==> src/hw/rtl/event_ring_overwrite_oldest_core_macros.svh <==
// Assertion macros for the event ring RTL.
`ifndef EVENT_RING_OVERWRITE_OLDEST_CORE_MACROS_SVH
`define EVENT_RING_OVERWRITE_OLDEST_CORE_MACROS_SVH

`ifndef ASSERT_OFF

// Check a property on every clock edge outside reset.
`define ERO_ASSERT(lbl, clk, rst_n, prop, msg) \
    lbl: assert property (@(posedge clk) disable iff (!rst_n) prop) else $error(msg);

// Check a property on every clock edge, reset included.
`define ERO_ASSERT_ALWAYS(lbl, clk, prop, msg) \
    lbl: assert property (@(posedge clk) prop) else $error(msg);

`else

`define ERO_ASSERT(lbl, clk, rst_n, prop, msg)
`define ERO_ASSERT_ALWAYS(lbl, clk, prop, msg)

`endif

`endif

==> src/hw/rtl/ero_pkg.sv <==
// Types and constants shared by the event ring modules.
package ero_pkg;

    localparam int MAX_BODY_BYTES = 16;
    localparam int MAX_BODY_BITS  = 8 * MAX_BODY_BYTES;
    localparam int KIND_W         = 16;
    localparam int KICK_EVERY     = 5;
    localparam int KICK_W         = 3;

    localparam logic OP_APPEND = 1'b0;
    localparam logic OP_DRAIN  = 1'b1;

    localparam logic RK_ACK   = 1'b0;
    localparam logic RK_ENTRY = 1'b1;

    // Input beat
    typedef struct packed {
        logic        opcode;
        logic [15:0] event_kind;
        logic        body_present;
        logic [7:0]  body_length;
        logic [63:0] body_low_word;
        logic [63:0] body_high_word;
    } t_in_beat;

    // Result beat
    typedef struct packed {
        logic        result_kind;
        logic        dropped_oldest;
        logic [15:0] out_event_kind;
        logic [4:0]  out_body_length;
        logic [63:0] out_body_low;
        logic [63:0] out_body_high;
        logic        watchdog_kick;
        logic [4:0]  occupancy;
        logic        last_of_run;
    } t_out_beat;

    // Controller to datapath commands
    typedef struct packed {
        logic wr_append;
        logic rd_issue;
        logic rd_first;
        logic ld_ack;
        logic ld_entry;
    } t_dp_cmd;

    // Datapath to controller status
    typedef struct packed {
        logic more;
    } t_dp_stat;

endpackage

==> src/hw/rtl/ero_ctrl.sv <==
// Controller state machine: input handshake, drain sequencing, output valid.
module ero_ctrl
    import ero_pkg::*;
(
    input  logic     i_clk,
    input  logic     i_rst_n,
    input  logic     i_in_valid,
    output logic     o_in_ready,
    input  logic     i_opcode,
    input  logic     i_out_ready,
    output logic     o_out_valid,
    input  t_dp_stat i_stat,
    output t_dp_cmd  o_cmd
);

    typedef enum logic [1:0] {
        S_IDLE  = 2'b01,
        S_DRAIN = 2'b10
    } t_state;

    t_state  r_state;
    t_state  n_state;
    logic    r_out_valid;
    logic    n_out_valid;
    logic    out_free;
    logic    in_ready;
    t_dp_cmd cmd;

    assign out_free = !r_out_valid || i_out_ready;

    // Decode commands and next state
    always_comb begin
        n_state  = r_state;
        in_ready = 1'b0;
        cmd      = '0;
        unique case (r_state)
            S_IDLE: begin
                in_ready = out_free;
                if (i_in_valid && out_free) begin
                    if (i_opcode == OP_APPEND) begin
                        cmd.wr_append = 1'b1;
                        cmd.ld_ack    = 1'b1;
                    end else if (i_stat.more) begin
                        cmd.rd_issue = 1'b1;
                        cmd.rd_first = 1'b1;
                        n_state      = S_DRAIN;
                    end
                end
            end
            S_DRAIN: begin
                // Read data is pending: move it out, then fetch the next slot
                if (out_free) begin
                    cmd.ld_entry = 1'b1;
                    if (i_stat.more) begin
                        cmd.rd_issue = 1'b1;
                    end else begin
                        n_state = S_IDLE;
                    end
                end
            end
            default: begin
                n_state = S_IDLE;
            end
        endcase
    end

    // Hold output valid until the beat is taken
    always_comb begin
        if (cmd.ld_ack || cmd.ld_entry) begin
            n_out_valid = 1'b1;
        end else if (i_out_ready) begin
            n_out_valid = 1'b0;
        end else begin
            n_out_valid = r_out_valid;
        end
    end

    always_ff @(posedge i_clk) begin
        if (!i_rst_n) begin
            r_state     <= S_IDLE;
            r_out_valid <= 1'b0;
        end else begin
            r_state     <= n_state;
            r_out_valid <= n_out_valid;
        end
    end

    assign o_in_ready  = in_ready;
    assign o_out_valid = r_out_valid;
    assign o_cmd       = cmd;

endmodule

==> config.mk <==
export PLATFORM = sky130hd
export DESIGN_NAME = ero_ctrl
export DESIGN_NICKNAME = d
export VERILOG_FILES = /design/src/hw/rtl/event_ring_overwrite_oldest_core_macros.svh /design/src/hw/rtl/ero_pkg.sv /design/src/hw/rtl/ero_ctrl.sv
export SDC_FILE = /design/constraint.sdc
export NUM_CORES = 1
export LEC_CHECK = 0
export ABC_AREA = 1
export BUFFER_PORTS_ARGS = -buffer_cell sky130_fd_sc_hd__buf_2
export CAP_MARGIN = 10
export CORE_AREA = 2 2 39 41
export DETAILED_ROUTE_END_ITERATION = 12
export DIE_AREA = 0 0 41 43
export PLACE_DENSITY_LB_ADDON = 0.2
export SLEW_MARGIN = 20
export SYNTH_ARGS = -nofsm -noshare
export SYNTH_HDL_FRONTEND = slang
export SYNTH_SLANG_ARGS = --single-unit
==> constraint.sdc <==
create_clock -name i_clk -period 1.65 [get_ports i_clk]
set_clock_uncertainty 0.2 [all_clocks]
set_input_delay 0.0825 -clock i_clk [delete_from_list [all_inputs] [get_ports i_clk]]
set_output_delay 0.0825 -clock i_clk [all_outputs]
set_load 0.01 [all_outputs]
==> Yosys cells after proc, flatten, opt, wreduce, memory -nomap -nowiden <==
Cells that the tools add are included.
{ "word_totals": {"word_cells": 35, "register_bits": 3, "out_inout_bits": 7, "input_bits": 6} }
{ "op_classes": {"n_eq_ne": 7, "muxes": 20, "reduce_logical": 6} }
{ "ops": {"columns": ["cell", "count"], "rows": [
  ["$mux W2", 8],
  ["$ne A2 B2 Y1 const B", 5],
  ["$mux W1", 9],
  ["$reduce_and A5 Y1", 1],
  ["$mux W4", 1],
  ["$pmux W2 S2", 1],
  ["$eq A2 B1 Y1 const B", 1],
  ["$eq A2 B2 Y1 const B", 1],
  ["$logic_or A1 B1 Y1", 2],
  ["$pmux W1 S2", 1],
  ["$reduce_bool A2 Y1", 1],
  ["$logic_and A1 B1 Y1", 1],
  ["$logic_not A1 Y1", 1]
]} }

==> Depth between registers and ports, before layout <==
{ "depth": {"ltp_word": 7, "depth_mapped": 8} }

==> Worst setup path after synthesis <==
OpenSTA, ideal clock, no wires.
{ "synth_timing": {"path_kind": "reg-to-output", "startpoint": "reg r_state[0]", "endpoint": "out o_cmd[3] (netlist bit)", "path_buffers": 0, "arrival_ns": 1.047, "required_time_ns": 1.367, "path_stages_with_launch": 7, "slack_ns": 0.321, "path_cell_list": "dfxtp_1 > inv_1 > ha_1 > inv_1 > nor2_2 > nand2_1 > a21oi_1"} }
{ "synth_rtl": {"columns": ["item", "line", "rtl"], "rows": [
  ["start: declaration", "ero_ctrl.sv:21", "t_state r_state;"],
  ["start signal: assignment", "ero_ctrl.sv:83", "r_state <= n_state;"],
  ["end: declaration", "ero_ctrl.sv:13", "output t_dp_cmd o_cmd"]
]} }

==> flow_summary.ini <==
[synth]
synth_compound_area_frac = 0.0952
postSynthAreaPerCell_um2 = 6.57
synthMuxAreaShare = 0
yosys.area_share.simple = 0.381
yosysWarningCount = 0
yosysSeqAreaShare = 0.229
synth_xor_xnor_area_share = 0
syn_inst = 40
syn_area_um2 = 263
synth_top_family_by_area = simple AND/OR/NAND/NOR gates
synth_cell_type_count = 14
synthAdderAreaFrac = 0.0952
synth_seq_cells = 3
syn_nets = 48

[clock_tree]
insertion_delay_ns = 0.24
postCtsSetupBuffers = 0
h-tree-depth = 1
clock_sinks = 3
cts.reportedPaths.clkPinSlew_ns = 0.04
numCtsBuffers = 3
clk_path_buf_depth = 2
root_buffer = clkbuf_4
cts_tree = built

[power_and_ir_drop]
power_leakage_uw = 0.000228
powerDensity_nw_per_um2 = 1520
power_uw = 569
ir_drop_mv = 0.569

[routing]
drt_first_iter_violations = 5
wire_per_inst_um = 7.67
drcViolationCount = 0
wl_um = 552
vias = 275
drtPass1Iterations = 2
postRouteAntennaNets = 0
viasPerCell = 3.82

[setup_path]
endpoint_kind = output port
crit_required_ns = 1.37
cp-start-kind = register
cp_max_fo = 3
cp.arrival_ns = 1.27
path_class = register to output port

[floorplan]
dieHeight_um = 43
placementRows = 14
die_w_um = 41
initial_core_util = 0.190
core_um2 = 1380
pin_count = 13
dieArea_um2 = 1760

[sta]
setup-violations-final = 0
hold_viol = 0
whs_ns = 0.00665
fin_crit_ns = 1.56
post-route-period-util = 0.943
rsz0062_at_grt = no
tightest_slew_ns = 0.207
tns_ns = 0
max_freq_mhz = 643
slew_violations = 0
slew_headroom = 0.862

[final_layout]
layout_common_cells = inv_1 (12), buf_2 (12), nand2_1 (6), nand2_2 (4)
layout.nets = 65
fill_cells = 167
n_antenna_cell = 0
drive_gt1_frac = 0.464
design_area_um2 = 374
area_growth_pct = 42.4

[grt]
track_usage = 0.0772
grt_pass1_wl_um = 828
grt_overflow_total = 0
grt_pass1_vias = 234
antenna_found_initial = 0
grt_max_degree = 6

[hold_path]
hold_class = input pin to register

[place]
place_area_um2 = 335
port_buffers = 12
dp_hpwl_um = 457
gp_congestion = 0.679

[job]
drv_cap = 0

[outcome]
outcome = finished, final reports clean
==> layout make-up <==
type | count | area (µm²) | area share
Multi-Input combinational cell | 24 | 153 | 0.408
Timing Repair Buffer | 13 | 70.1 | 0.187
Sequential cell | 3 | 60.1 | 0.161
Inverter | 12 | 45.0 | 0.120
Clock buffer | 4 | 26.3 | 0.0702
Tap cell | 16 | 20.0 | 0.0535
==> per-layer routing <==
metal / GRT usage / part of all wire / vias to the layer above
met4: 0.0400 / 0.014 / 0
met3: 0.0785 / 0.11 / 2
met2: 0.119 / 0.50 / 9
li1: - / - / 147
met1: 0.0577 / 0.37 / 117
met5: 0 / 0 / -
==> where the power goes <==
part / switching, µW / total, µW / leakage (µW) / internal [µW]
clock network: 41.3 / 132 / 0.0000150 / 90.8
registers: 18.0 / 120 / 0.0000247 / 102
logic: 186 / 317 / 0.000188 / 131
total: 245 / 569 / 0.000228 / 324
==> logic make-up (layout without fill, tap and decap cells) <==
group                    Yosys count  in the layout
AO/OA/AOI/OAI                      3              3
buffers and inverters             13             29
adder cells (fa/ha/maj)            2              2
flip-flops                         3              3
AND/OR/NAND/NOR                   19             19
==> through the flow <==
step / utilization / cells / setup slack [ns]
6_report: 0.270 / 72 / 0.0941
3_3_place_gp: 0.242 / 67 / 0.329
5_1_grt: 0.270 / 72 / 0.00603
4_1_cts: 0.269 / 72 / 0.0682
3_5_place_dp: 0.242 / 67 / 0.324
2_1_floorplan: - / 40 / 0.321
==> path summary, 6_finish.rpt <==
path                                  from           to  slack, ns  depth (start not counted)
worst max-delay path            r_state[0]     o_cmd[3]       0.09                          7
worst min-delay path              i_opcode  o_out_valid      0.007                          4
worst max register to register  r_state[1]   r_state[0]       0.43                          7
worst min register to register  r_state[0]   r_state[0]       0.26                          2
==> cells in the mapped netlist <==
library cell	n	area share
ha_1	2	0.095
nand4_1	1	0.024
a21oi_2	1	0.033
nor2_1	2	0.029
nand2_2	4	0.095
nand3_2	1	0.038
a21oi_1	1	0.019
inv_1	12	0.17
nand2_1	6	0.086
nor2_2	3	0.071
buf_4	1	0.029
dfxtp_1	3	0.23
a21boi_2	1	0.043
nand3_1	2	0.038
==> flip-flops by register name (all words and copies together), names as in the netlist <==
signal	count
r_state	2
o_out_valid	1
==> critical path, stage by stage (launching register included) <==
cell,delay (ns)
dfxtp_1,0.31
inv_1,0.06
ha_2,0.19
inv_1,0.05
nor2_2,0.10
nand2_1,0.05
a21oi_1,0.13
buf_2,0.14
==> repair_timing <==
item | CTS | global route
endpoints found under the setup margin | 0 | 1
hold endpoints to repair | 3 | 0
resized for setup | 0 | 1
hold buffers | 1 | 0
(Power assumes the default switching activity.)
